[src/rtl/assert_macros.svh]
// Assertion macros used by the parser executor (sgr_back).
// No dependencies; included by modules that carry concurrent checks.
`ifndef ASSERT_MACROS_SVH
`define ASSERT_MACROS_SVH

// Check a property on every rising clock edge outside reset.
`define SGR_ASSERT(lbl, prop, msg) \
  lbl: assert property (@(posedge clk_i) disable iff (!rst_ni) (prop)) else $error(msg);

// Check that a condition never holds outside reset.
`define SGR_NEVER(lbl, cond, msg) \
  `SGR_ASSERT(lbl, !(cond), msg)

`endif

[src/rtl/sgr_pkg.sv]
// Shared types, codes and colour tables for the escape-sequence parser.
// No dependencies; imported by every parser module.
package sgr_pkg;

  // Command kinds handed from the classifier to the executor
  typedef enum logic [2:0] {
    OP_TEXT,
    OP_SWALLOW,
    OP_CSI_START,
    OP_DIGIT,
    OP_SEMI,
    OP_SGR,
    OP_CLEAR,
    OP_FINAL
  } sgr_op_e;

  localparam logic [1:0] ACT_NONE  = 2'd0;
  localparam logic [1:0] ACT_HOME  = 2'd1;
  localparam logic [1:0] ACT_CLEAR = 2'd2;
  localparam logic [1:0] ACT_EOL   = 2'd3;

  typedef struct packed {
    sgr_op_e    op;
    logic [1:0] act;
    logic [7:0] data;
  } cmd_t;

  localparam logic [7:0] BYTE_ESC   = 8'h1B;
  localparam logic [7:0] BYTE_LBRK  = 8'h5B;
  localparam logic [7:0] BYTE_ZERO  = 8'h30;
  localparam logic [7:0] BYTE_NINE  = 8'h39;
  localparam logic [7:0] BYTE_SEMI  = 8'h3B;
  localparam logic [7:0] BYTE_M     = 8'h6D;
  localparam logic [7:0] BYTE_H     = 8'h48;
  localparam logic [7:0] BYTE_F     = 8'h66;
  localparam logic [7:0] BYTE_J     = 8'h4A;
  localparam logic [7:0] BYTE_K     = 8'h4B;

  localparam logic [15:0] SGR_RESET      = 16'd0;
  localparam logic [15:0] SGR_BOLD       = 16'd1;
  localparam logic [15:0] SGR_NORMAL     = 16'd22;
  localparam logic [15:0] SGR_FG_BASE    = 16'd30;
  localparam logic [15:0] SGR_FG_DEFAULT = 16'd39;
  localparam logic [15:0] SGR_BG_BASE    = 16'd40;
  localparam logic [15:0] SGR_BG_DEFAULT = 16'd49;
  localparam logic [15:0] SGR_FG_HI_BASE = 16'd90;
  localparam logic [15:0] SGR_BG_HI_BASE = 16'd100;
  localparam logic [15:0] SGR_CLEAR_ALL  = 16'd2;
  localparam logic [15:0] ACC_MAX        = 16'hFFFF;

  localparam logic [23:0] RESET_FG = 24'hFFFFFF;
  localparam logic [23:0] RESET_BG = 24'h000000;

  // Configuration register indexes
  localparam logic [0:0] CFG_INIT_FG = 1'b0;
  localparam logic [0:0] CFG_INIT_BG = 1'b1;

  // Normal and bright 8-colour palettes
  function automatic logic [23:0] sgr_palette(input logic bright, input logic [2:0] idx);
    logic [23:0] rgb;
    case ({bright, idx})
      4'h0:    rgb = 24'h000000;
      4'h1:    rgb = 24'hAA0000;
      4'h2:    rgb = 24'h00AA00;
      4'h3:    rgb = 24'hAA5500;
      4'h4:    rgb = 24'h0000AA;
      4'h5:    rgb = 24'hAA00AA;
      4'h6:    rgb = 24'h00AAAA;
      4'h7:    rgb = 24'hAAAAAA;
      4'h8:    rgb = 24'h555555;
      4'h9:    rgb = 24'hFF5555;
      4'hA:    rgb = 24'h55FF55;
      4'hB:    rgb = 24'hFFFF55;
      4'hC:    rgb = 24'h5555FF;
      4'hD:    rgb = 24'hFF55FF;
      4'hE:    rgb = 24'h55FFFF;
      default: rgb = 24'hFFFFFF;
    endcase
    return rgb;
  endfunction

endpackage

[src/rtl/sgr_front.sv]
// Byte classifier: tracks the escape phase and turns each byte into a command.
// Depends on sgr_pkg.
module sgr_front (
  input  logic          clk_i,
  input  logic          rst_ni,
  input  logic          accept_i,
  input  logic [7:0]    in_byte_i,
  output sgr_pkg::cmd_t cmd_o
);
  import sgr_pkg::*;

  localparam logic [1:0] PH_IDLE = 2'd0;
  localparam logic [1:0] PH_ESC  = 2'd1;
  localparam logic [1:0] PH_CSI  = 2'd2;

  logic [1:0] phase_q, phase_d;
  cmd_t       cmd;

  always_comb begin
    phase_d  = phase_q;
    cmd.op   = OP_SWALLOW;
    cmd.act  = ACT_NONE;
    cmd.data = in_byte_i;
    case (phase_q)
      PH_IDLE: begin
        if (in_byte_i == BYTE_ESC) begin
          phase_d = PH_ESC;
        end else begin
          cmd.op = OP_TEXT;
        end
      end
      PH_ESC: begin
        if (in_byte_i == BYTE_LBRK) begin
          cmd.op  = OP_CSI_START;
          phase_d = PH_CSI;
        end else begin
          phase_d = PH_IDLE;
        end
      end
      PH_CSI: begin
        if (in_byte_i >= BYTE_ZERO && in_byte_i <= BYTE_NINE) begin
          cmd.op = OP_DIGIT;
        end else if (in_byte_i == BYTE_SEMI) begin
          cmd.op = OP_SEMI;
        end else begin
          phase_d = PH_IDLE;
          if (in_byte_i == BYTE_M) begin
            cmd.op = OP_SGR;
          end else if (in_byte_i == BYTE_J) begin
            cmd.op = OP_CLEAR;
          end else begin
            cmd.op = OP_FINAL;
            if (in_byte_i == BYTE_H || in_byte_i == BYTE_F) begin
              cmd.act = ACT_HOME;
            end else if (in_byte_i == BYTE_K) begin
              cmd.act = ACT_EOL;
            end
          end
        end
      end
      default: begin
        phase_d = PH_IDLE;
      end
    endcase
  end

  assign cmd_o = cmd;

  always_ff @(posedge clk_i or negedge rst_ni) begin
    if (!rst_ni) begin
      phase_q <= PH_IDLE;
    end else if (accept_i) begin
      phase_q <= phase_d;
    end
  end

endmodule

[src/rtl/sgr_cmd_fifo.sv]
// Short command queue between the classifier and the executor.
// Depends on sgr_pkg for the command type.
module sgr_cmd_fifo #(
  parameter int DEPTH = 2
) (
  input  logic          clk_i,
  input  logic          rst_ni,
  input  logic          wr_i,
  input  sgr_pkg::cmd_t wr_data_i,
  output logic          full_o,
  input  logic          rd_i,
  output sgr_pkg::cmd_t rd_data_o,
  output logic          empty_o
);
  import sgr_pkg::*;

  localparam int PW = (DEPTH > 1) ? $clog2(DEPTH) : 1;
  localparam int CW = $clog2(DEPTH + 1);

  cmd_t          mem_q [DEPTH];
  logic [PW-1:0] wptr_q, rptr_q;
  logic [CW-1:0] count_q;
  logic          do_wr, do_rd;

  assign full_o    = (count_q == CW'(DEPTH));
  assign empty_o   = (count_q == '0);
  assign do_wr     = wr_i && !full_o;
  assign do_rd     = rd_i && !empty_o;
  assign rd_data_o = mem_q[rptr_q];

  function automatic logic [PW-1:0] wrap_inc(input logic [PW-1:0] p);
    return (p == PW'(DEPTH - 1)) ? '0 : p + PW'(1);
  endfunction

  always_ff @(posedge clk_i) begin
    if (do_wr) begin
      mem_q[wptr_q] <= wr_data_i;
    end
  end

  always_ff @(posedge clk_i or negedge rst_ni) begin
    if (!rst_ni) begin
      wptr_q  <= '0;
      rptr_q  <= '0;
      count_q <= '0;
    end else begin
      if (do_wr) begin
        wptr_q <= wrap_inc(wptr_q);
      end
      if (do_rd) begin
        rptr_q <= wrap_inc(rptr_q);
      end
      if (do_wr && !do_rd) begin
        count_q <= count_q + CW'(1);
      end else if (do_rd && !do_wr) begin
        count_q <= count_q - CW'(1);
      end
    end
  end

endmodule

[src/rtl/sgr_back.sv]
// Command executor: parameter collection, SGR walk, colour state, result register.
// Depends on sgr_pkg and assert_macros.svh.
`include "assert_macros.svh"
module sgr_back #(
  parameter int MAX_PARAMS = 8
) (
  input  logic          clk_i,
  input  logic          rst_ni,
  input  sgr_pkg::cmd_t cmd_i,
  input  logic          cmd_empty_i,
  output logic          cmd_pop_o,
  input  logic          cfg_we_i,
  input  logic [0:0]    cfg_index_i,
  input  logic [23:0]   cfg_data_i,
  input  logic          pop,
  output logic          empty,
  output logic          swallowed_o,
  output logic [1:0]    action_o,
  output logic [7:0]    pass_byte_o,
  output logic [23:0]   fg_color_o,
  output logic [23:0]   bg_color_o
);
  import sgr_pkg::*;

  localparam int IW = (MAX_PARAMS > 1) ? $clog2(MAX_PARAMS) : 1;
  localparam int TW = $clog2(MAX_PARAMS + 1);

  localparam logic ST_RUN  = 1'b0;
  localparam logic ST_WALK = 1'b1;

  logic          state_q, state_d;
  logic [15:0]   param_q [MAX_PARAMS];
  logic [TW-1:0] total_q, total_d;
  logic [IW-1:0] walk_q, walk_d;
  logic [15:0]   acc_q, acc_d;
  logic          seen_q, seen_d;
  logic          bright_q, bright_d;
  logic [23:0]   cur_fg_q, cur_fg_d, cur_bg_q, cur_bg_d;
  logic [23:0]   def_fg_q, def_fg_d, def_bg_q, def_bg_d;

  logic          out_valid_q, out_valid_d;
  logic          out_swal_q, out_swal_d;
  logic [1:0]    out_act_q, out_act_d;
  logic [7:0]    out_byte_q, out_byte_d;
  logic [23:0]   out_fg_q, out_fg_d, out_bg_q, out_bg_d;

  logic          out_free, take, push_en, push_we, walk_last, clear_hit;
  logic [15:0]   push_val, p;
  logic [19:0]   acc_wide;
  logic          s_bright;
  logic [23:0]   s_fg, s_bg;

  assign out_free  = !out_valid_q || pop;
  assign take      = (state_q == ST_RUN) && !cmd_empty_i && out_free;
  assign cmd_pop_o = take;

  assign push_val = seen_q ? acc_q : 16'd0;
  assign push_we  = push_en && (total_q < TW'(MAX_PARAMS));
  assign acc_wide = 20'(acc_q) * 20'd10 + 20'(cmd_i.data[3:0]);

  // J clears when no parameter was given or the first one is 2
  assign clear_hit = (total_q == '0) ? (!seen_q || acc_q == SGR_CLEAR_ALL)
                                     : (param_q[0] == SGR_CLEAR_ALL);

  assign p         = param_q[walk_q];
  assign walk_last = (TW'(walk_q) + TW'(1)) == total_q;

  // One SGR code against the current colour state
  always_comb begin
    s_bright = bright_q;
    s_fg     = cur_fg_q;
    s_bg     = cur_bg_q;
    if (p == SGR_RESET) begin
      s_fg     = def_fg_q;
      s_bg     = def_bg_q;
      s_bright = 1'b0;
    end else if (p == SGR_BOLD) begin
      s_bright = 1'b1;
    end else if (p == SGR_NORMAL) begin
      s_bright = 1'b0;
    end else if (p >= SGR_FG_BASE && p <= SGR_FG_BASE + 16'd7) begin
      s_fg = sgr_palette(bright_q, 3'(p - SGR_FG_BASE));
    end else if (p >= SGR_FG_HI_BASE && p <= SGR_FG_HI_BASE + 16'd7) begin
      s_fg = sgr_palette(1'b1, 3'(p - SGR_FG_HI_BASE));
    end else if (p >= SGR_BG_BASE && p <= SGR_BG_BASE + 16'd7) begin
      s_bg = sgr_palette(1'b0, 3'(p - SGR_BG_BASE));
    end else if (p >= SGR_BG_HI_BASE && p <= SGR_BG_HI_BASE + 16'd7) begin
      s_bg = sgr_palette(1'b1, 3'(p - SGR_BG_HI_BASE));
    end else if (p == SGR_FG_DEFAULT) begin
      s_fg = def_fg_q;
    end else if (p == SGR_BG_DEFAULT) begin
      s_bg = def_bg_q;
    end
  end

  always_comb begin
    state_d     = state_q;
    total_d     = total_q;
    walk_d      = walk_q;
    acc_d       = acc_q;
    seen_d      = seen_q;
    bright_d    = bright_q;
    cur_fg_d    = cur_fg_q;
    cur_bg_d    = cur_bg_q;
    def_fg_d    = def_fg_q;
    def_bg_d    = def_bg_q;
    push_en     = 1'b0;
    out_valid_d = out_valid_q && !pop;
    out_swal_d  = out_swal_q;
    out_act_d   = out_act_q;
    out_byte_d  = out_byte_q;
    out_fg_d    = out_fg_q;
    out_bg_d    = out_bg_q;

    if (take) begin
      out_valid_d = 1'b1;
      out_swal_d  = 1'b1;
      out_act_d   = ACT_NONE;
      out_byte_d  = 8'd0;
      case (cmd_i.op)
        OP_TEXT: begin
          out_swal_d = 1'b0;
          out_byte_d = cmd_i.data;
        end
        OP_CSI_START: begin
          total_d = '0;
          acc_d   = 16'd0;
          seen_d  = 1'b0;
        end
        OP_DIGIT: begin
          acc_d  = (acc_wide > 20'(ACC_MAX)) ? ACC_MAX : acc_wide[15:0];
          seen_d = 1'b1;
        end
        OP_SEMI: begin
          push_en = 1'b1;
          acc_d   = 16'd0;
          seen_d  = 1'b0;
        end
        OP_SGR: begin
          // store the pending code, then walk the list; result comes at the end
          push_en     = 1'b1;
          out_valid_d = 1'b0;
          walk_d      = '0;
          state_d     = ST_WALK;
        end
        OP_CLEAR: begin
          push_en = seen_q;
          if (clear_hit) begin
            out_act_d = ACT_CLEAR;
            bright_d  = 1'b0;
            def_fg_d  = cur_fg_q;
            def_bg_d  = cur_bg_q;
          end
        end
        OP_FINAL: begin
          push_en   = seen_q;
          out_act_d = cmd_i.act;
        end
        default: begin
        end
      endcase
      if (push_we) begin
        total_d = total_q + TW'(1);
      end
    end else if (state_q == ST_WALK && (!walk_last || out_free)) begin
      bright_d = s_bright;
      cur_fg_d = s_fg;
      cur_bg_d = s_bg;
      walk_d   = walk_q + IW'(1);
      if (walk_last) begin
        state_d     = ST_RUN;
        out_valid_d = 1'b1;
        out_swal_d  = 1'b1;
        out_act_d   = ACT_NONE;
        out_byte_d  = 8'd0;
      end
    end

    // Configuration writes must arrive only while the block is idle; the block itself does not enforce this
    if (cfg_we_i) begin
      case (cfg_index_i)
        CFG_INIT_FG: begin
          cur_fg_d = cfg_data_i;
          def_fg_d = cfg_data_i;
        end
        CFG_INIT_BG: begin
          cur_bg_d = cfg_data_i;
          def_bg_d = cfg_data_i;
        end
        default: begin
        end
      endcase
    end

    if (take || state_q == ST_WALK) begin
      out_fg_d = cur_fg_d;
      out_bg_d = cur_bg_d;
    end
  end

  always_ff @(posedge clk_i) begin
    if (push_we) begin
      param_q[total_q[IW-1:0]] <= push_val;
    end
    out_swal_q <= out_swal_d;
    out_act_q  <= out_act_d;
    out_byte_q <= out_byte_d;
    out_fg_q   <= out_fg_d;
    out_bg_q   <= out_bg_d;
    walk_q     <= walk_d;
  end

  always_ff @(posedge clk_i or negedge rst_ni) begin
    if (!rst_ni) begin
      state_q     <= ST_RUN;
      total_q     <= '0;
      acc_q       <= 16'd0;
      seen_q      <= 1'b0;
      bright_q    <= 1'b0;
      cur_fg_q    <= RESET_FG;
      cur_bg_q    <= RESET_BG;
      def_fg_q    <= RESET_FG;
      def_bg_q    <= RESET_BG;
      out_valid_q <= 1'b0;
    end else begin
      state_q     <= state_d;
      total_q     <= total_d;
      acc_q       <= acc_d;
      seen_q      <= seen_d;
      bright_q    <= bright_d;
      cur_fg_q    <= cur_fg_d;
      cur_bg_q    <= cur_bg_d;
      def_fg_q    <= def_fg_d;
      def_bg_q    <= def_bg_d;
      out_valid_q <= out_valid_d;
    end
  end

  assign empty       = !out_valid_q;
  assign swallowed_o = out_swal_q;
  assign action_o    = out_act_q;
  assign pass_byte_o = out_byte_q;
  assign fg_color_o  = out_fg_q;
  assign bg_color_o  = out_bg_q;

  `SGR_ASSERT(a_walk_in_range, (state_q == ST_WALK) |-> (TW'(walk_q) < total_q), "walk past list")
  `SGR_NEVER(a_total_bound, total_q > TW'(MAX_PARAMS), "parameter count overflow")
  `SGR_ASSERT(a_walk_ends_result, (state_q == ST_WALK && walk_last && out_free) |=> (out_valid_q && state_q == ST_RUN), "SGR walk ended without result")
  `SGR_NEVER(a_no_take_in_walk, (state_q == ST_WALK) && cmd_pop_o, "command taken during walk")

endmodule

[src/rtl/ansi_sgr_escape_parser_unit.sv]
// Top level of the escape-sequence parser with SGR colour handling.
// Depends on sgr_pkg, sgr_front, sgr_cmd_fifo and sgr_back.
//
// Use: text bytes enter on in_byte_i through a queue-style port; a transaction
// is taken at a rising edge with push high and full low. Every byte gives
// exactly one result, read from the output queue port: the oldest result sits
// on swallowed_o, action_o, pass_byte_o, fg_color_o and bg_color_o while empty
// is low, and is consumed at an edge with pop high.
// Configuration: write init_fg (index 0) or init_bg (index 1) over the cfg
// channel; cfg_ready_o is always high. A write loads the default and current
// colours at once. Write only while the parser is idle.
// Flow: the classifier writes a command into a short queue at the accepting
// edge; the executor then takes it from the queue and registers the result,
// so each result passes the command queue and the result register before it
// reaches the output ports. For an SGR final byte the executor walks the
// stored parameter list (up to MAX_PARAMS entries) one entry per cycle; it
// holds on the last entry while the result register is still full.
// Stall: when pop stays low the result register holds, the executor stops,
// the command queue fills and full rises; nothing is dropped.
// Reset: phase idle, queues empty, colours white on black, bright off.
module ansi_sgr_escape_parser_unit #(
  parameter int MAX_PARAMS  = 8,
  parameter int QUEUE_DEPTH = 2
) (
  input  logic        clk_i,
  input  logic        rst_ni,
  input  logic        push,
  output logic        full,
  input  logic [7:0]  in_byte_i,
  input  logic        pop,
  output logic        empty,
  output logic        swallowed_o,
  output logic [1:0]  action_o,
  output logic [7:0]  pass_byte_o,
  output logic [23:0] fg_color_o,
  output logic [23:0] bg_color_o,
  input  logic        cfg_valid_i,
  output logic        cfg_ready_o,
  input  logic [0:0]  cfg_index_i,
  input  logic [23:0] cfg_data_i
);
  import sgr_pkg::*;

  cmd_t front_cmd, back_cmd;
  logic accept, q_empty, q_pop;

  // Take a byte whenever the command queue has room
  assign accept      = push && !full;
  assign cfg_ready_o = 1'b1;

  sgr_front u_front (
    .clk_i     (clk_i),
    .rst_ni    (rst_ni),
    .accept_i  (accept),
    .in_byte_i (in_byte_i),
    .cmd_o     (front_cmd)
  );

  sgr_cmd_fifo #(
    .DEPTH (QUEUE_DEPTH)
  ) u_fifo (
    .clk_i     (clk_i),
    .rst_ni    (rst_ni),
    .wr_i      (push),
    .wr_data_i (front_cmd),
    .full_o    (full),
    .rd_i      (q_pop),
    .rd_data_o (back_cmd),
    .empty_o   (q_empty)
  );

  sgr_back #(
    .MAX_PARAMS (MAX_PARAMS)
  ) u_back (
    .clk_i       (clk_i),
    .rst_ni      (rst_ni),
    .cmd_i       (back_cmd),
    .cmd_empty_i (q_empty),
    .cmd_pop_o   (q_pop),
    .cfg_we_i    (cfg_valid_i && cfg_ready_o),
    .cfg_index_i (cfg_index_i),
    .cfg_data_i  (cfg_data_i),
    .pop         (pop),
    .empty       (empty),
    .swallowed_o (swallowed_o),
    .action_o    (action_o),
    .pass_byte_o (pass_byte_o),
    .fg_color_o  (fg_color_o),
    .bg_color_o  (bg_color_o)
  );

endmodule
[config.mk]
export PLATFORM = sky130hd
export DESIGN_NAME = ansi_sgr_escape_parser_unit
export DESIGN_NICKNAME = d
export VERILOG_FILES = /design/src/rtl/sgr_pkg.sv /design/src/rtl/sgr_front.sv /design/src/rtl/sgr_cmd_fifo.sv /design/src/rtl/sgr_back.sv /design/src/rtl/ansi_sgr_escape_parser_unit.sv
export VERILOG_INCLUDE_DIRS = /design/src /design/src/rtl
export SDC_FILE = /design/constraint.sdc
export NUM_CORES = 1
export LEC_CHECK = 0
export BUFFER_PORTS_ARGS = -buffer_cell sky130_fd_sc_hd__buf_2
export CORE_AREA = 2 2 238 240
export DETAILED_ROUTE_END_ITERATION = 6
export DIE_AREA = 0 0 240 242
export PLACE_DENSITY_LB_ADDON = 0.2
export SKIP_CTS_REPAIR_TIMING = 1
export SYNTH_ARGS = -nofsm -noshare
export SYNTH_HDL_FRONTEND = slang
export SYNTH_SLANG_ARGS = --single-unit
[constraint.sdc]
create_clock -name clk_i -period 12 [get_ports clk_i]
set_input_delay 0.6 -clock clk_i [delete_from_list [all_inputs] [get_ports clk_i]]
set_output_delay 0.6 -clock clk_i [all_outputs]
set_load 0.005 [all_outputs]
== Yosys cells after proc, flatten, opt, wreduce, memory -nomap -nowiden ==
Memories as Yosys holds them, arrays and structs flattened. A register that Yosys moved wholly into a read port is not among the register bits.
Index checks and enable logic that the tools add are counted.
Word-level totals
  bits in writable memories: 154
  bits of input ports: 38
  memory bits (read-only): 512
  register bits after elaboration: 188
  logic and storage cells: 247
  output and inout port bits: 62
  memories kept: 4
Operators by class
  multiplexer cells: 105
  bitwise logic cells: 1
  reductions and logical operators: 50
  add/subtract/negate cells: 12
  eq/ne operators: 42
  $lt $le $gt $ge: 12
  multipliers: 1
Memory list
  (name not given): words 16, width 24, rd ports 1, clocked after Yosys merged registers in 0, wr ports 0, RTL line sgr_pkg.sv:61  | case ({bright, idx})
  (name not given): words 8, width 16, rd ports 1, clocked after Yosys merged registers in 0, wr ports 0, RTL line sgr_pkg.sv:61
  u_back.param_q: words 8, width 16, rd ports 2, clocked after Yosys merged registers in 1, wr ports 1, RTL line sgr_back.sv:32  | logic [15:0] param_q [MAX_PARAMS];
  u_fifo.mem_q: words 2, width 13, rd ports 1, clocked after Yosys merged registers in 0, wr ports 1, RTL line sgr_cmd_fifo.sv:20  | cmd_t mem_q [DEPTH];
Operators by type and width (number)
  two-way mux 24 bit: 35
  one-hot mux 24 bit (7 select lines): 2
  == test 8 x 7 -> 1 bit (second input constant): 6
  two-way mux 2 bit: 18
  == test 16 x 2 -> 1 bit (second input constant): 2
  == test 16 x 6 -> 1 bit (second input constant): 2
  greater-or-equal comparator 16 x 7 -> 1 bit (second input constant): 2
  <= comparator 16 x 6 -> 1 bit (second input constant): 2
  <= comparator 16 x 7 -> 1 bit (second input constant): 2
  two-way mux 16 bit: 2
  two-way mux 8 bit: 4
  one-hot mux 16 bit (2 select lines): 1
  == test 3 bit (second input constant): 10
  two-way mux 1 bit: 29
  two-way mux 3 bit: 7
  adder 20 x 4 -> 20 bit: 1
  > comparator 20 x 16 -> 1 bit (second input constant): 1
  multiplier 16 x 3 -> 19 bit (second input constant): 1
  == test 3 x 2 -> 1 bit (second input constant): 6
  == test 16 x 1 -> 1 bit (second input constant): 1
  == test 16 x 5 -> 1 bit (second input constant): 1
  greater-or-equal comparator 16 x 5 -> 1 bit (second input constant): 1
  greater-or-equal comparator 16 x 6 -> 1 bit (second input constant): 1
  zero test 16 bit: 1
  other kinds (38): 85

== Logic depth before layout (Yosys ltp) ==
  word-level depth: 14
  depth in mapped cells: 14
  gate-level depth less buffers: 13

== Modules after synthesis ==
From an unflattened synthesis, not the netlist that was laid out.
Unflattened totals
  cells, all modules: 1328
  area, all modules: 16512.1 um^2
Modules (own cells, without submodules)
  sgr_back: seq. area each 8828.5 um^2, cells an instance 1219, times used 1, area each 14943.1 um^2
  sgr_cmd_fifo: seq. area each 880.8 um^2, cells an instance 59, times used 1, area each 1168.6 um^2
  sgr_front: seq. area each 50.0 um^2, cells an instance 47, times used 1, area each 375.4 um^2
  ansi_sgr_escape_parser_unit: seq. area each 0.0 um^2, cells an instance 3, times used 1, area each 25.0 um^2

== Worst setup path after synthesis ==
Ideal clock, no wire load.
  path kind: reg-to-reg
  start point: reg u_fifo.rptr_q
  end point: reg u_back.acc_q[15]
  stages on the path, launching flop included: 15
  data arrival time: 3799 ps
  path buffers: 3
  period minus slack after synthesis: 3881 ps
  setup slack: 8119 ps
  data required time: 11918 ps
  setup time: 82 ps
  path through: dfrtp_1 > clkbuf_1 > buf_1 > mux2_2 > ha_1 > a21o_1 > a21oi_1 > nor4_1 > nand3_1 > nor4bb_1 > nand3_1 > nor3_1 > mux2_2 > buf_2 > a31oi_1
RTL lines
  start, declared: RTL line sgr_cmd_fifo.sv:21  | logic [PW-1:0] wptr_q, rptr_q;
  start signal, assigned: RTL line sgr_cmd_fifo.sv:51  | rptr_q <= wrap_inc(rptr_q);
  end signal, assigned: RTL line sgr_back.sv:217  | acc_q <= 16'd0;
  end signal, assigned: RTL line sgr_back.sv:228  | acc_q <= acc_d;
  end, declared: RTL line sgr_back.sv:35  | logic [15:0] acc_q, acc_d;

==> metrics.txt <==
most common library cell in the layout ignoring fill and taps edfxtp_1; Setup Total Neg Slack 0 ns; syn_nets 1420; Placer Congestion 0.818; measured slew at the worst slew-check pin 1.27 ns; TritonCTS Buffers 41; minimum clock period 4.15 ns; critical path class flip-flop to flip-flop; via count 11300; ys async rst share 36.5%; clock root cell clkbuf_16; Data required, critical path 12.28 ns; relative slew slack 14.7%; # DRC 0; Critical Path End u_back.fg_color_o[18]$_DFFE_PP_; grt ovf 0; I/O pins 100; aggregate routed wire length 42300 microns; mapped cell area 16600 sq um; final hold violation count 0; Post-synth EDFFs 216; CTS tree yes; Nets 1512; crit path max fanout 29; pwr/cell area 232 nW/um^2; Max Cap Viol 0; port bufs 98; LEAKAGE 7.44 nW; cell count after synthesis 1343; Yosys reg bits 345; Clk pin slew, worst setup/hold paths 0.06 ns; Detailed Place HPWL 28800 microns; Core Area 55700 sq um; hold slack 0.0927 ns; ys flop type edfxtp_1; skew final 0.0270 ns; setup violators final 0; largest net degree at the start of global routing 71; GRT Overall Usage 14.5%; Reg2Reg Setup Slack 7.85 ns; register area share after synthesis 58.9%; first-pass GRT wire length 65900 microns; Fmax 0.241 GHz; die footprint 58100 sq um; Starting Density 29.7%; reg2reg end u_back.fg_color_o[18]$_DFFE_PP_; Worst IR Drop VDD 0.0000948 V; initial antenna violation count 1; Vias per Instance 5.08; H-tree depth 2; post-route ant nets 0; initial DRC count 801; layout cells sized above 1 19.4%; final setup margin 7.85 ns; # fillers 5584; Design Area, Final 19200 sq um; Final Max Tran Viols 0; Layout Cells excl Fill 2223; CTS sink count 345; Setup crit start kind flip-flop; RSZ-0062 raised after global routing false; synth unique cells 86; Crit path arrival time 4.44 ns; routed length per instance 19.0 microns; first drt pass iteration count 6; Reg2Reg Depth 10; most frequent cells in the layout edfxtp_1 (216), nor2_1 (121), a21oi_1 (104), buf_2 (97), nand2_1 (79); Area Overhead vs Synth 16.0%; Warnings, synthesis 0; Setup crit end kind flip-flop; Post-Syn Area per Cell 12.3 sq um; Min-Delay Path Class primary input to async pin; Final Cycle Share 34.6%; placed instance area 17800 sq um; vias in the first global route 11200; Core Rows 87; die width 240 microns; outcome complete, no violations; Clock Path Buffers 3; pre-CTS setup slack 7.82 ns; # diodes 0; dpl cells 2148; Clock Latency Late Sink 0.55 ns; die height 242 microns
how the worst min path moves through the flow:
stage / startpoint / end / slack, ns / cells past startpoint
after floorplan: rst_ni / u_back.acc_q[0]$_DFFE_PN0P_ / 0.30 / 0
after global placement: u_fifo.count_q[1]$_DFFE_PN0P_ / u_fifo.count_q[1]$_DFFE_PN0P_ / 0.49 / 1
after detailed placement: u_fifo.wptr_q$_DFFE_PN0P_ / u_fifo.wptr_q$_DFFE_PN0P_ / 0.50 / 1
after CTS: rst_ni / u_back.cur_bg_q[17]$_DFF_PN0_ / 0.08 / 1
after global routing: rst_ni / u_back.cur_bg_q[21]$_DFF_PN0_ / 0.11 / 1
final: rst_ni / u_back.def_bg_q[17]$_DFF_PN0_ / 0.09 / 1
worst max-delay path: stages (launching register included):
cell      delay, ns
dfxtp_1        0.30
buf_4          0.38
mux4_2         0.59
mux2_2         0.33
nor2_2         0.14
nand4_1        0.16
nor4_4         0.76
a31o_2         0.50
nor2_1         0.28
a221oi_1       0.31
nor3_1         0.11
Yosys cell counts (23+ instances only):
cell type,n,share of area [%]
nor3_1,41,1.2
clkbuf_1,37,0.84
nor4_1,23,0.87
edfxtp_1,216,39
mux2i_1,61,3.7
inv_1,25,0.57
and2_1,32,1.2
a31oi_1,31,1.2
nor2_1,121,2.7
nand2_1,80,1.8
ha_1,37,2.8
dfstp_2,48,7.6
dfrtp_1,78,12
o21ai_0,33,1.0
nand3_1,23,0.70
a21oi_1,104,3.1
layer usage:
layer	up-vias	global-route usage [%]	share of wire, %
met5	-	0	0
met4	0	3.91	1.9
li1	5326	-	-
met1	5658	20.0	46
met2	245	23.3	47
met3	57	2.87	5.3
where the power goes:
part	switching (mW)	total, mW	leakage [nW]	internal (mW)
sequential	0.178	1.84	3.53	1.66
clock	0.487	1.26	0.666	0.771
combinational	0.832	1.35	3.24	0.522
total	1.50	4.45	7.44	2.95
logic make-up after synthesis:
| logic type | share of synthesized area [%] |
|---|---|
| adders and majority gates | 3.04 |
| DFF | 58.9 |
| other | 0.0226 |
| buffers and inverters | 2.74 |
| AOI/OAI and AO/OA | 13.8 |
| xor gates and xnor gates | 1.32 |
| muxes | 7.49 |
| and+or+nand+nor | 12.6 |
per-stage QoR:
| stage | total power, mW | utilization [%] |
|---|---|---|
| floorplan | 2.79 | - |
| global placement | 3.21 | 32.0 |
| detailed placement | 3.23 | 32.0 |
| CTS | 4.51 | 34.4 |
| global route | 4.72 | 34.4 |
| finish | 4.45 | 34.4 |
sequential cells by signal (all words and copies together) (netlist names), 4 cells and up, named ones only:
signal              count
u_back.fg_color_o      24
u_back.cur_fg_q        24
u_back.acc_q           16
u_fifo.mem_q           26
u_back.pass_byte_o      8
u_back.param_q        128
u_back.def_bg_q        24
u_back.cur_bg_q        24
u_back.def_fg_q        24
u_back.bg_color_o      24
u_back.total_q          4
area by class of cell:
class | count | area, sq um | area share, %
clock buffers | 62 | 1190 | 6.18
clock inverters | 13 | 181 | 0.945
inverters | 27 | 101 | 0.528
multi-input cells | 904 | 6390 | 33.3
flip-flops and latches | 345 | 9760 | 50.8
well taps | 756 | 946 | 4.93
repair buffers | 116 | 632 | 3.29
(Power assumes the default switching activity.)
